<file path="src/sv/assert_macros.svh">
// ----------------------------------------------------------------------------
// assert_macros.svh
// shared concurrent assertion macros for the rtl
// ----------------------------------------------------------------------------
`ifndef ASSERT_MACROS_SVH
`define ASSERT_MACROS_SVH

// same-cycle implication, ignored while reset is asserted
`define ASSERT_IMPLY(lbl, clk, rst_n, ante, cons) \
    lbl: assert property (@(posedge clk) disable iff (!(rst_n)) (ante) |-> (cons)) \
        else $error("assertion failed: implication");

// next-cycle implication, also checked across reset
`define ASSERT_NEXT_ALWAYS(lbl, clk, ante, cons) \
    lbl: assert property (@(posedge clk) (ante) |=> (cons)) \
        else $error("assertion failed: next-cycle implication");

`endif

</file>
<file path="src/sv/lr_pkg.sv">
// ----------------------------------------------------------------------------
// lr_pkg
// shared types and constants of the line rasterizer
// ----------------------------------------------------------------------------
`timescale 1ns / 1ps

package lr_pkg;

    // item mode codes
    localparam logic MODE_START   = 1'b0;
    localparam logic MODE_ADVANCE = 1'b1;

    // decision value carries this many bits above the coordinate width
    localparam int DEC_EXTRA_BITS = 3;

    typedef struct packed {
        logic full;
        logic empty;
    } t_fifo_stat;

endpackage

</file>
<file path="src/sv/lr_fifo.sv">
// ----------------------------------------------------------------------------
// lr_fifo
// small first-word-fall-through queue built from registers
// ----------------------------------------------------------------------------
`timescale 1ns / 1ps

module lr_fifo #(
    parameter int WIDTH = 8,
    parameter int DEPTH = 2
) (
    input  logic                   i_clk,
    input  logic                   i_rst_n,
    input  logic                   i_push,
    input  logic [WIDTH-1:0]       i_data,
    input  logic                   i_pop,
    output logic [WIDTH-1:0]       o_data,
    output lr_pkg::t_fifo_stat     o_stat
);
    import lr_pkg::*;

    localparam int PTR_BITS = (DEPTH > 1) ? $clog2(DEPTH) : 1;
    localparam int CNT_BITS = $clog2(DEPTH + 1);

    logic [WIDTH-1:0]    r_mem [DEPTH];
    logic [PTR_BITS-1:0] r_wr_ptr, n_wr_ptr;
    logic [PTR_BITS-1:0] r_rd_ptr, n_rd_ptr;
    logic [CNT_BITS-1:0] r_count, n_count;

    always_comb begin
        n_wr_ptr = r_wr_ptr;
        n_rd_ptr = r_rd_ptr;
        if (i_push) begin
            n_wr_ptr = (r_wr_ptr == PTR_BITS'(DEPTH - 1)) ? '0 : r_wr_ptr + 1'b1;
        end
        if (i_pop) begin
            n_rd_ptr = (r_rd_ptr == PTR_BITS'(DEPTH - 1)) ? '0 : r_rd_ptr + 1'b1;
        end
        n_count = r_count + CNT_BITS'(i_push) - CNT_BITS'(i_pop);
    end

    always_ff @(posedge i_clk) begin
        if (!i_rst_n) begin
            r_wr_ptr <= '0;
            r_rd_ptr <= '0;
            r_count  <= '0;
        end else begin
            r_wr_ptr <= n_wr_ptr;
            r_rd_ptr <= n_rd_ptr;
            r_count  <= n_count;
        end
    end

    always_ff @(posedge i_clk) begin
        if (i_push) begin
            r_mem[r_wr_ptr] <= i_data;
        end
    end

    assign o_data       = r_mem[r_rd_ptr];
    assign o_stat.full  = (r_count == CNT_BITS'(DEPTH));
    assign o_stat.empty = (r_count == '0);

endmodule

</file>
<file path="src/sv/lr_front.sv">
// ----------------------------------------------------------------------------
// lr_front
// accepts items, orders endpoints and computes the line setup values
// ----------------------------------------------------------------------------
`timescale 1ns / 1ps

module lr_front #(
    parameter int COORD_BITS = 11
) (
    input  logic                     i_clk,
    input  logic                     i_rst_n,
    input  logic                     i_push,
    output logic                     o_full,
    input  logic                     i_mode,
    input  logic [COORD_BITS-1:0]    i_x_start,
    input  logic [COORD_BITS-1:0]    i_y_start,
    input  logic [COORD_BITS-1:0]    i_x_end,
    input  logic [COORD_BITS-1:0]    i_y_end,
    input  lr_pkg::t_fifo_stat       i_cmd_stat,
    output logic                     o_cmd_push,
    output logic                     o_mode,
    output logic [COORD_BITS-1:0]    o_origin_x,
    output logic [COORD_BITS-1:0]    o_origin_y,
    output logic                     o_mirror_x,
    output logic                     o_steep_line,
    output logic [COORD_BITS-1:0]    o_major_length,
    output logic [COORD_BITS+lr_pkg::DEC_EXTRA_BITS-1:0] o_decision,
    output logic [COORD_BITS+lr_pkg::DEC_EXTRA_BITS-1:0] o_east_inc,
    output logic [COORD_BITS+lr_pkg::DEC_EXTRA_BITS-1:0] o_ne_inc
);
    import lr_pkg::*;

    localparam int W  = COORD_BITS;
    localparam int DW = COORD_BITS + DEC_EXTRA_BITS;

    // endpoint ordering, ahead of the register
    logic         swap;
    logic [W-1:0] lo_x, lo_y, hi_x, hi_y;
    logic [W:0]   dx;
    logic [W-1:0] dy;
    logic         take;

    logic         r_vld, n_vld;
    logic         r_mode;
    logic [W-1:0] r_ox, r_oy;
    logic [W:0]   r_dx;
    logic [W-1:0] r_dy;

    // octant classification, after the register
    logic          mirror;
    logic [W:0]    adx_full;
    logic [W-1:0]  adx;
    logic          steep;
    logic [W-1:0]  maj, mnr;
    logic [DW-1:0] twice_mnr, twice_maj;

    always_comb begin
        swap = (i_y_end < i_y_start);
        lo_x = swap ? i_x_end   : i_x_start;
        lo_y = swap ? i_y_end   : i_y_start;
        hi_x = swap ? i_x_start : i_x_end;
        hi_y = swap ? i_y_start : i_y_end;
        dx   = {1'b0, hi_x} - {1'b0, lo_x};
        dy   = hi_y - lo_y;
    end

    assign o_full     = r_vld && i_cmd_stat.full;
    assign take       = i_push && !o_full;
    assign o_cmd_push = r_vld && !i_cmd_stat.full;

    always_comb begin
        n_vld = take || (r_vld && !o_cmd_push);
    end

    always_ff @(posedge i_clk) begin
        if (!i_rst_n) begin
            r_vld <= 1'b0;
        end else begin
            r_vld <= n_vld;
        end
    end

    always_ff @(posedge i_clk) begin
        if (take) begin
            r_mode <= i_mode;
            r_ox   <= lo_x;
            r_oy   <= lo_y;
            r_dx   <= dx;
            r_dy   <= dy;
        end
    end

    always_comb begin
        mirror    = r_dx[W];
        adx_full  = mirror ? (~r_dx + 1'b1) : r_dx;
        adx       = adx_full[W-1:0];
        steep     = (r_dy > adx);
        maj       = steep ? r_dy : adx;
        mnr       = steep ? adx  : r_dy;
        twice_mnr = {{(DW-W-1){1'b0}}, mnr, 1'b0};
        twice_maj = {{(DW-W-1){1'b0}}, maj, 1'b0};
    end

    assign o_mode         = r_mode;
    assign o_origin_x     = r_ox;
    assign o_origin_y     = r_oy;
    assign o_mirror_x     = mirror;
    assign o_steep_line   = steep;
    assign o_major_length = maj;
    assign o_decision     = twice_mnr - {{(DW-W){1'b0}}, maj};
    assign o_east_inc     = twice_mnr;
    assign o_ne_inc       = twice_mnr - twice_maj;

endmodule

</file>
<file path="src/sv/lr_back.sv">
// ----------------------------------------------------------------------------
// lr_back
// holds the active line and takes one midpoint step per advance item while a line is active
// ----------------------------------------------------------------------------
`timescale 1ns / 1ps

module lr_back #(
    parameter int COORD_BITS = 11
) (
    input  logic                     i_clk,
    input  logic                     i_rst_n,
    input  lr_pkg::t_fifo_stat       i_cmd_stat,
    output logic                     o_cmd_pop,
    input  logic                     i_mode,
    input  logic [COORD_BITS-1:0]    i_origin_x,
    input  logic [COORD_BITS-1:0]    i_origin_y,
    input  logic                     i_mirror_x,
    input  logic                     i_steep_line,
    input  logic [COORD_BITS-1:0]    i_major_length,
    input  logic [COORD_BITS+lr_pkg::DEC_EXTRA_BITS-1:0] i_decision,
    input  logic [COORD_BITS+lr_pkg::DEC_EXTRA_BITS-1:0] i_east_inc,
    input  logic [COORD_BITS+lr_pkg::DEC_EXTRA_BITS-1:0] i_ne_inc,
    input  lr_pkg::t_fifo_stat       i_out_stat,
    output logic                     o_out_push,
    output logic                     o_pixel_valid,
    output logic [COORD_BITS-1:0]    o_pixel_x,
    output logic [COORD_BITS-1:0]    o_pixel_y,
    output logic                     o_last_pixel
);
    import lr_pkg::*;

    localparam int W  = COORD_BITS;
    localparam int DW = COORD_BITS + DEC_EXTRA_BITS;

    logic                 fire;

    logic                 r_active, n_active;
    logic signed [DW-1:0] r_dec, n_dec;
    logic signed [DW-1:0] r_east, n_east;
    logic signed [DW-1:0] r_ne, n_ne;
    logic [W-1:0]         r_px, n_px;
    logic [W-1:0]         r_py, n_py;
    logic [W-1:0]         r_remain, n_remain;
    logic                 r_mirror, n_mirror;
    logic                 r_steep, n_steep;

    logic                 step_ne;
    logic signed [DW-1:0] dec_step;
    logic                 x_move, y_move;
    logic [W-1:0]         px_step, py_step;
    logic                 last_step;

    assign fire       = !i_cmd_stat.empty && !i_out_stat.full;
    assign o_cmd_pop  = fire;
    assign o_out_push = fire;

    // one midpoint step from the current pixel
    always_comb begin
        step_ne   = (r_dec > 0);
        dec_step  = r_dec + (step_ne ? r_ne : r_east);
        x_move    = r_steep ? step_ne : 1'b1;
        y_move    = r_steep ? 1'b1 : step_ne;
        px_step   = r_px;
        if (x_move) begin
            px_step = r_mirror ? (r_px - 1'b1) : (r_px + 1'b1);
        end
        py_step   = y_move ? (r_py + 1'b1) : r_py;
        last_step = (r_remain == W'(1));
    end

    // result of the item at the queue head
    always_comb begin
        o_pixel_valid = 1'b0;
        o_pixel_x     = '0;
        o_pixel_y     = '0;
        o_last_pixel  = 1'b0;
        if (i_mode == MODE_START) begin
            o_pixel_valid = 1'b1;
            o_pixel_x     = i_origin_x;
            o_pixel_y     = i_origin_y;
            o_last_pixel  = (i_major_length == '0);
        end else if (r_active) begin
            o_pixel_valid = 1'b1;
            o_pixel_x     = px_step;
            o_pixel_y     = py_step;
            o_last_pixel  = last_step;
        end
    end

    always_comb begin
        n_active = r_active;
        n_dec    = r_dec;
        n_east   = r_east;
        n_ne     = r_ne;
        n_px     = r_px;
        n_py     = r_py;
        n_remain = r_remain;
        n_mirror = r_mirror;
        n_steep  = r_steep;
        if (fire) begin
            if (i_mode == MODE_START) begin
                n_active = (i_major_length != '0);
                n_dec    = $signed(i_decision);
                n_east   = $signed(i_east_inc);
                n_ne     = $signed(i_ne_inc);
                n_px     = i_origin_x;
                n_py     = i_origin_y;
                n_remain = i_major_length;
                n_mirror = i_mirror_x;
                n_steep  = i_steep_line;
            end else if (r_active) begin
                n_active = !last_step;
                n_dec    = dec_step;
                n_px     = px_step;
                n_py     = py_step;
                n_remain = r_remain - 1'b1;
            end
        end
    end

    always_ff @(posedge i_clk) begin
        if (!i_rst_n) begin
            r_active <= 1'b0;
        end else begin
            r_active <= n_active;
        end
    end

    always_ff @(posedge i_clk) begin
        r_dec    <= n_dec;
        r_east   <= n_east;
        r_ne     <= n_ne;
        r_px     <= n_px;
        r_py     <= n_py;
        r_remain <= n_remain;
        r_mirror <= n_mirror;
        r_steep  <= n_steep;
    end

endmodule

</file>
<file path="src/sv/line_rasterizer_core.sv">
// ----------------------------------------------------------------------------
// line_rasterizer_core
// path: front register, command queue, back stage, output queue, output ports
// throughput: one item and one pixel per cycle, as long as the two-entry queues
//   around the back stage neither fill up nor run dry
// reset: synchronous, active low; clears queues and the active line flag
// ----------------------------------------------------------------------------
`timescale 1ns / 1ps
`include "assert_macros.svh"

module line_rasterizer_core #(
    parameter int COORD_BITS = 11
) (
    input  logic                  i_clk,
    input  logic                  i_rst_n,
    input  logic                  i_push,
    output logic                  o_full,
    input  logic                  i_mode,
    input  logic [COORD_BITS-1:0] i_x_start,
    input  logic [COORD_BITS-1:0] i_y_start,
    input  logic [COORD_BITS-1:0] i_x_end,
    input  logic [COORD_BITS-1:0] i_y_end,
    output logic                  o_empty,
    input  logic                  i_pop,
    output logic                  o_pixel_valid,
    output logic [COORD_BITS-1:0] o_pixel_x,
    output logic [COORD_BITS-1:0] o_pixel_y,
    output logic                  o_last_pixel
);
    import lr_pkg::*;

    localparam int W     = COORD_BITS;
    localparam int DW    = COORD_BITS + DEC_EXTRA_BITS;
    localparam int CMD_W = 1 + 2 * W + 2 + W + 3 * DW;
    localparam int RES_W = 2 * W + 2;

    t_fifo_stat    cmd_stat, out_stat;
    logic          cmd_push, cmd_pop, out_push;
    logic [CMD_W-1:0] cmd_wr, cmd_rd;
    logic [RES_W-1:0] res_wr, res_rd;

    logic          f_mode, f_mirror, f_steep;
    logic [W-1:0]  f_ox, f_oy, f_len;
    logic [DW-1:0] f_dec, f_east, f_ne;

    logic          b_mode, b_mirror, b_steep;
    logic [W-1:0]  b_ox, b_oy, b_len;
    logic [DW-1:0] b_dec, b_east, b_ne;

    logic          r_valid, r_last;
    logic [W-1:0]  r_x, r_y;

    lr_front #(
        .COORD_BITS(COORD_BITS)
    ) u_front (
        .i_clk          (i_clk),
        .i_rst_n        (i_rst_n),
        .i_push         (i_push),
        .o_full         (o_full),
        .i_mode         (i_mode),
        .i_x_start      (i_x_start),
        .i_y_start      (i_y_start),
        .i_x_end        (i_x_end),
        .i_y_end        (i_y_end),
        .i_cmd_stat     (cmd_stat),
        .o_cmd_push     (cmd_push),
        .o_mode         (f_mode),
        .o_origin_x     (f_ox),
        .o_origin_y     (f_oy),
        .o_mirror_x     (f_mirror),
        .o_steep_line   (f_steep),
        .o_major_length (f_len),
        .o_decision     (f_dec),
        .o_east_inc     (f_east),
        .o_ne_inc       (f_ne)
    );

    assign cmd_wr = {f_mode, f_ox, f_oy, f_mirror, f_steep, f_len, f_dec, f_east, f_ne};

    lr_fifo #(
        .WIDTH(CMD_W),
        .DEPTH(2)
    ) u_cmd_q (
        .i_clk   (i_clk),
        .i_rst_n (i_rst_n),
        .i_push  (cmd_push),
        .i_data  (cmd_wr),
        .i_pop   (cmd_pop),
        .o_data  (cmd_rd),
        .o_stat  (cmd_stat)
    );

    assign {b_mode, b_ox, b_oy, b_mirror, b_steep, b_len, b_dec, b_east, b_ne} = cmd_rd;

    lr_back #(
        .COORD_BITS(COORD_BITS)
    ) u_back (
        .i_clk          (i_clk),
        .i_rst_n        (i_rst_n),
        .i_cmd_stat     (cmd_stat),
        .o_cmd_pop      (cmd_pop),
        .i_mode         (b_mode),
        .i_origin_x     (b_ox),
        .i_origin_y     (b_oy),
        .i_mirror_x     (b_mirror),
        .i_steep_line   (b_steep),
        .i_major_length (b_len),
        .i_decision     (b_dec),
        .i_east_inc     (b_east),
        .i_ne_inc       (b_ne),
        .i_out_stat     (out_stat),
        .o_out_push     (out_push),
        .o_pixel_valid  (r_valid),
        .o_pixel_x      (r_x),
        .o_pixel_y      (r_y),
        .o_last_pixel   (r_last)
    );

    assign res_wr = {r_valid, r_x, r_y, r_last};

    lr_fifo #(
        .WIDTH(RES_W),
        .DEPTH(2)
    ) u_out_q (
        .i_clk   (i_clk),
        .i_rst_n (i_rst_n),
        .i_push  (out_push),
        .i_data  (res_wr),
        .i_pop   (i_pop && !out_stat.empty),
        .o_data  (res_rd),
        .o_stat  (out_stat)
    );

    assign {o_pixel_valid, o_pixel_x, o_pixel_y, o_last_pixel} = res_rd;
    assign o_empty = out_stat.empty;

    // a result without a pixel carries no coordinates
    `ASSERT_IMPLY(a_idle_result_zero, i_clk, i_rst_n,
        !o_empty && !o_pixel_valid,
        o_pixel_x == '0 && o_pixel_y == '0 && !o_last_pixel)

    // the final pixel of a line is always a real pixel
    `ASSERT_IMPLY(a_last_is_valid, i_clk, i_rst_n,
        !o_empty && o_last_pixel, o_pixel_valid)

    // the back stage never writes a full output queue
    `ASSERT_IMPLY(a_no_out_overflow, i_clk, i_rst_n,
        out_push, !out_stat.full && !cmd_stat.empty)

    // reset leaves no result waiting
    `ASSERT_NEXT_ALWAYS(a_reset_empty, i_clk, !i_rst_n, o_empty)

endmodule
</file>
<file path="config.mk">
export PLATFORM = sky130hd
export DESIGN_NAME = line_rasterizer_core
export DESIGN_NICKNAME = d
export VERILOG_FILES = /design/src/sv/lr_pkg.sv /design/src/sv/lr_fifo.sv /design/src/sv/lr_front.sv /design/src/sv/lr_back.sv /design/src/sv/line_rasterizer_core.sv
export VERILOG_INCLUDE_DIRS = /design/src /design/src/sv
export SDC_FILE = /design/constraint.sdc
export NUM_CORES = 1
export LEC_CHECK = 0
export ABC_AREA = 1
export ABC_CLOCK_PERIOD_IN_PS = 5900
export BUFFER_PORTS_ARGS = -buffer_cell sky130_fd_sc_hd__buf_4
export CAP_MARGIN = 20
export CORE_MARGIN = 3
export CORE_UTILIZATION = 58
export DETAILED_ROUTE_END_ITERATION = 6
export HOLD_SLACK_MARGIN = 0.12
export PLACE_DENSITY = 0.82
export SLEW_MARGIN = 10
export SYNTH_ARGS = -nofsm -noshare
export SYNTH_HDL_FRONTEND = slang
export SYNTH_SLANG_ARGS = --single-unit
export TNS_END_PERCENT = 50
</file>
<file path="constraint.sdc">
create_clock -name i_clk -period 5.9 [get_ports i_clk]
set_input_delay 0 -clock i_clk [delete_from_list [all_inputs] [get_ports i_clk]]
set_output_delay 0 -clock i_clk [all_outputs]
set_load 0.1 [all_outputs]
</file>
# Yosys cells after proc, flatten, opt, wreduce, memory -nomap -nowiden
# Memory sizes are Yosys's and may differ from the RTL's. A register that Yosys moved wholly into a read port is not among the register bits.
# Cells that the tools add are included.
[word_totals]
rom_bits = 0
latch_bits = 0
mem_bits_rw = 198
in_bits = 49
elab_cells = 113
memories = 2
output_inout_bits = 26
regBits = 133
[mem_list]
columns = ["name", "depth", "width", "read_ports", "rd_clocked_by_memory_dff", "write_ports", "line_no", "rtl"]
rows = [
  ["u_cmd_q.r_mem", 2, 75, 1, 1, 1, "lr_fifo.sv:24", "logic [WIDTH-1:0] r_mem [DEPTH];"],
  ["u_out_q.r_mem", 2, 24, 1, 1, 1, "lr_fifo.sv:24", ""],
]
[op_classes]
n_addsub = 18
reduce_logical = 20
n_bitwise = 2
shifts = 0
mul = 0
n_eq_ne = 4
div_mod_pow = 0
order_cmp = 3
mux = 43
[op_table]
columns = ["cell", "n"]
rows = [
  ["2-to-1 mux 11 bit", 20],
  ["2-to-1 mux 14 bit", 3],
  ["adder 11 x 1 -> 11 bit, second input constant", 3],
  ["subtractor 11 x 1 -> 11 bit, second input constant", 2],
  ["2-to-1 mux 1 bit", 20],
  ["adder 14 bit", 1],
  ["greater-than comparator 14 x 1 -> 1 bit, second input constant", 1],
  ["subtractor 12 x 11 -> 13 bit", 1],
  ["subtractor 12 x 12 -> 13 bit", 1],
  ["subtractor 11 x 11 -> 12 bit", 1],
  ["equality test 11 x 1 -> 1 bit, second input constant", 1],
  ["greater-than comparator 11 bit", 1],
  ["zero test 11 bit", 1],
  ["less-than comparator 11 bit", 1],
  ["inverter 11 bit", 1],
  ["nonzero test 11 bit", 1],
  ["subtractor 11 bit", 1],
  ["zero test 1 bit", 7],
  ["logical AND 1 bit", 6],
  ["adder 1 bit, second input constant", 4],
  ["adder 2 x 1 -> 2 bit", 2],
  ["equality test 2 bit, second input constant", 2],
  ["zero test 2 bit", 2],
  ["AND reduction 2 bit", 2],
  ["other kinds (4)", 5],
]

# Longest topological paths before layout
[depth]
ltp_word = 6
depth_mapped = 32
ltp_nobuf = 31

# Cells and area by module
# A second synthesis with hierarchy kept.
[unflattened]
cells_unflattened = 1714
hier_area_um2 = 18246.2
[modules_own_cells]
columns = ["module", "cells_per_inst", "area_per_inst_um2", "instances", "seq_area_each_um2"]
rows = [
  ["lr_fifo at u_cmd_q", 276, 5933.2, 1, 4784.6],
  ["lr_back", 663, 5396.4, 1, 2332.2],
  ["lr_front", 665, 4843.4, 1, 1401.3],
  ["lr_fifo at u_out_q", 108, 2063.2, 1, 1541.5],
  ["line_rasterizer_core", 2, 10.0, 1, 0.0],
]

# Worst setup path after synthesis
# Ideal clock, no wire load.
[synth_path]
kind = "reg2reg"
from = "register u_front.r_dx[0]"
to = "memory u_cmd_q.r_mem[0][35] (netlist bit) (data pin)"
path_slack_ps = 1489
required_ps = 5631
stages_incl_launch_ff = 30
setup_ps = 269
arrival_time_ps = 4142
period_less_slack_ps = 4411
cell_sequence = "edfxtp_1 -> inv_2 -> ha_1 -> inv_1 -> nor2_1 -> nand4_1 -> nor2_1 -> nand2_1 -> o21ai_0 -> xnor2_1 -> inv_1 -> ha_1 -> inv_1 -> nor2_1 -> nand4_4 -> nand2_4 -> buf_6 -> nand2_1 -> o21ai_2 -> inv_1 -> fa_1 -> nand3_1 -> nand2_1 -> a21oi_1 -> inv_1 -> a21oi_1 -> o21ai_0 -> a21oi_1 -> o21bai_1 -> xor2_1"
[synth_via]
elab_chain_cells = 6
[synth_lines]
columns = ["item", "line_no", "rtl"]
rows = [
  ["from (decl)", "lr_front.sv:46", "logic [W:0] r_dx;"],
  ["from (signal assigned)", "lr_front.sv:88", "r_dx <= dx;"],
  ["inverter 11 bit", "lr_front.sv:95", "adx_full = mirror ? (~r_dx + 1'b1) : r_dx;"],
  ["adder 11 x 1 -> 11 bit", "lr_front.sv:95", ""],
  ["2-to-1 mux 11 bit (*)", "lr_front.sv:95", ""],
  ["greater-than comparator 11 bit", "lr_front.sv:97", "steep = (r_dy > adx);"],
  ["2-to-1 mux 11 bit (*)", "lr_front.sv:99", "mnr = steep ? adx : r_dy;"],
  ["via f_east[1]", "line_rasterizer_core.sv:44", "logic [DW-1:0] f_dec, f_east, f_ne;"],
  ["subtractor 12 x 11 -> 13 bit (*)", "lr_front.sv:110", "assign o_decision = twice_mnr - {{(DW-W){1'b0}}, maj};"],
  ["via f_dec[10]", "line_rasterizer_core.sv:44", ""],
  ["to (decl)", "lr_fifo.sv:24", ""],
]
# The timed path passes the listed nets; every way through them passes the cells marked *.

# Final worst setup path
[layout_path]
from = "register u_front.r_dx[0]"
to = "memory u_cmd_q.r_mem[1][38] (netlist bit) (data pin)"
# Same word-level chain as after synthesis.

==> impl_metrics.toml <==
[setup_path]
cp_top_family = "compound AO/OA/AOI/OAI gates"
cp.buffers_inverters = 5
r2r_end = "u_cmd_q.r_mem[1][38]$_DFFE_PP_"
worst-setup-path-type = "register to register"
worstPathArrival_ns = 5.66
slowest_delay_ns = 0.49
reg2reg_from = "u_front.r_dx[0]$_DFFE_PP_"
cp_slowest_cell = "edfxtp_1"
cp_max_fo = 33
r2r_slack_ns = 0.60
crit_cells = 28
cp-start-kind = "register"
cp-end-kind = "register"
reg2regPathDepth = 28
cp.required_ns = 6.25

[power_and_ir_drop]
netSwitchingFraction = 0.4272
pwr_density_cell_nw_per_um2 = 602.0
pwr-share-clk = 0.165
ir_worst_vdd_mv = 0.3037
p_leak_nw = 7.767
pwr-share-seq = 0.349
switchingPower_mw = 4.916
combPwrFrac = 0.486
p_int_mw = 6.590

[hold_path]
hold_path_class = "primary input to register"
hold_start = "i_mode"
hold-path-cell-count = 2
min_to = "u_front.o_mode$_DFFE_PP_"

[clocking]
clock_path_buffers = 3
cts-root-buf = "clkbuf_16"
cts.sinks = 320
ctsResizeCount = 0
cts_buffers = 31
worstSkewPairLatency_ns = 0.57
clk_pin_slew_ns = 0.07
htree_levels = 1
cts_tree = "built"

[logic_synthesis]
synth_cell_type_count = 52
synth-edff-count = 308
synthArstFlopShare = 0
yosys.area.top_type_share = 0.5642
synth-main-ff-cell = "edfxtp_1"
synth_area_leaders = "edfxtp_1, nand2_1, mux2_2"
synth_fp_nets = 1616
yosysTopAreaCell = "edfxtp_1"
syn_area_per_cell_um2 = 10.92
synth_seq_area_share = 0.5788
syn_area_um2 = 16390
yosysMostFrequentCell = "nand2_1"
synth_common_cells = "nand2_1, edfxtp_1, inv_1"
syn_inst = 1501
synth-seq-cells = 320
yosysWarnings = 0

[job]
maxCapViolations = 0

[timing]
worst_slew_pin_slew_ns = 1.052
drv_slew = 0
post-route-period-util = 0.8986
period_minus_slack_ns = 5.302
hold_ws_ns = 0.1677
layout_setup_ws_ns = 0.5983
finalSetupViolCount = 0
maxSlewHeadroom = 0.2984
fin_worst_skew_ns = 0.02855
rsz0062_at_grt = "no"
setup_tns_ns = 0
hold_viol = 0
max_freq_mhz = 188.6

[placed_design]
io_buffers = 74
place.gp.congestion = 0.8958
hpwl_um = 23810
pre_cts_ws_ns = 0.7329

[global_route]
grt_max_degree = 76
antenna_found_initial = 0
grt_overflow_total = 0
grt_use_total = 0.2320
grt_pass1_vias = 11180
grt_pass1_wl_um = 56950

[routing]
vias = 11410
postRouteAntennaNets = 0
vias_per_cell = 5.555
drc = 0
wl_per_cell_um = 17.34
firstDrtPassIters = 5
wirelength_um = 35620
drt-initial-drc-count = 1137

[cells_and_area]
fin_nets = 1774
final-seq-area_um2 = 9493
nFillCells = 1835
multiInputGateArea_um2 = 6143
area_growth_syn_to_layout_pct = 16.59
drive_gt1_frac = 0.1623
diodes = 0

[floorplanning]
num_rows = 60
fp.dieArea_um2 = 30320
chipHeight_um = 174.1
io_pins = 75
die_w_um = 174.1
start_util = 0.5983
core_um2 = 27400

[outcome]
status = "completed"
power by group through the flow:
stage	clock network [mW]	registers (mW)	logic, mW
6_report	1.90	4.02	5.59
4_1_cts	1.91	4.01	5.54
3_5_place_dp	0	4.05	5.42
3_3_place_gp	0	4.01	5.27
2_1_floorplan	0	3.94	4.21
5_1_grt	2.01	4.08	6.14
per-layer routing:
layer / up-vias / part of all wire / GRT usage
met5: - / 0 / 0
met4: 0 / 0.030 / 0.07507
met3: 71 / 0.070 / 0.03320
met2: 430 / 0.47 / 0.3805
met1: 5395 / 0.43 / 0.3224
li1: 5514 / - / -
logic make-up (layout without fill, tap and decap cells):
| group | Yosys count | count (layout) | synth area share |
|---|---|---|---|
| fa+ha+maj | 66 | 66 | 0.05175 |
| compound gates | 219 | 219 | 0.07640 |
| buf+inv | 204 | 385 | 0.04892 |
| simple gates | 522 | 522 | 0.1404 |
| mux | 90 | 90 | 0.06091 |
| flops | 320 | 320 | 0.5788 |
| xor+xnor | 80 | 80 | 0.04274 |
worst max path at each step:
stage | startpoint | endpoint
after global placement | u_front.r_dx[0]$_DFFE_PP_ | u_cmd_q.r_mem[0][38]$_DFFE_PP_
after detailed placement | u_front.r_dx[0]$_DFFE_PP_ | u_cmd_q.r_mem[1][38]$_DFFE_PP_
after global routing | u_front.r_dx[0]$_DFFE_PP_ | u_cmd_q.r_mem[1][38]$_DFFE_PP_
after floorplan | u_front.r_dx[0]$_DFFE_PP_ | u_cmd_q.r_mem[0][35]$_DFFE_PP_
final | u_front.r_dx[0]$_DFFE_PP_ | u_cmd_q.r_mem[1][38]$_DFFE_PP_
after CTS | u_front.r_dx[0]$_DFFE_PP_ | u_cmd_q.r_mem[1][38]$_DFFE_PP_
cell usage in the layout, fill, tap and decap left out, drive strengths merged, types with 4 or more instances in the layout:
| master | Yosys | routed |
|---|---|---|
| nor2 | 85 | 85 |
| nor3 | 9 | 9 |
| inv | 164 | 164 |
| clkinvlp | 0 | 5 |
| a21oi | 62 | 62 |
| dfxtp | 12 | 12 |
| edfxtp | 308 | 308 |
| o21bai | 6 | 6 |
| clkbuf | 24 | 37 |
| o21ai | 109 | 109 |
| dlygate4sd3 | 0 | 77 |
| a211oi | 4 | 4 |
| clkinv | 3 | 15 |
| nor4 | 5 | 5 |
| mux2i | 12 | 12 |
| ha | 63 | 63 |
| nand3b | 5 | 5 |
| mux2 | 78 | 78 |
| and2 | 20 | 20 |
| o211ai | 15 | 15 |
| xnor2 | 22 | 22 |
| nand2 | 333 | 333 |
| a31oi | 5 | 5 |
| buf | 13 | 85 |
| nand3 | 47 | 47 |
| xor2 | 58 | 58 |
| nand4 | 15 | 15 |
registers in the layout (all words and copies together), names as in the netlist, 2 cells and up, named ones only:
name                count
u_back.r_dec           14
u_back.r_east          11
u_back.r_ne            12
u_back.r_px            11
u_back.r_py            11
u_back.r_remain        11
u_cmd_q.r_count         2
u_cmd_q.r_mem         142
u_front.o_origin_x     11
u_front.o_origin_y     11
u_front.r_dx           12
u_front.r_dy           11
u_out_q.r_count         2
u_out_q.r_mem          48
worst register-to-register path, delay by kind of cell (launching register included):
family | cells | cell delay, ns
compound gates | 10 | 1.64
xor+xnor | 1 | 0.14
fa+ha+maj | 3 | 0.95
buf+inv | 5 | 0.44
flops | 1 | 0.49
simple gates | 9 | 1.42
cell type report:
| cell class | instances | share of cell area |
|---|---|---|
| Sequential cell | 320 | 0.4967 |
| Timing Repair Buffer | 162 | 0.07371 |
| Clock buffer | 37 | 0.04176 |
| Inverter | 167 | 0.03280 |
| Tap cell | 372 | 0.02435 |
| Clock inverter | 19 | 0.009296 |
| Multi-Input combinational cell | 977 | 0.3214 |
metrics by stage:
stage | cells | utilization | total power [mW] | cell area, um^2
final | 2054 | 0.6975 | 11.51 | 19110
after global placement | 1921 | 0.6338 | 9.283 | 17370
after global routing | 2054 | 0.6975 | 12.23 | 19110
after floorplan | 1501 | - | 8.146 | 16390
after CTS | 2054 | 0.6975 | 11.47 | 19110
after detailed placement | 1921 | 0.6338 | 9.466 | 17370
repair_timing:
| item | CTS | global route |
|---|---|---|
| hold buffers | 77 | 0 |
| endpoints found under the setup margin | 0 | 0 |
| endpoints found under the hold margin | 57 | 0 |
| setup buffers | 0 | 0 |
(Power assumes the default switching activity.)
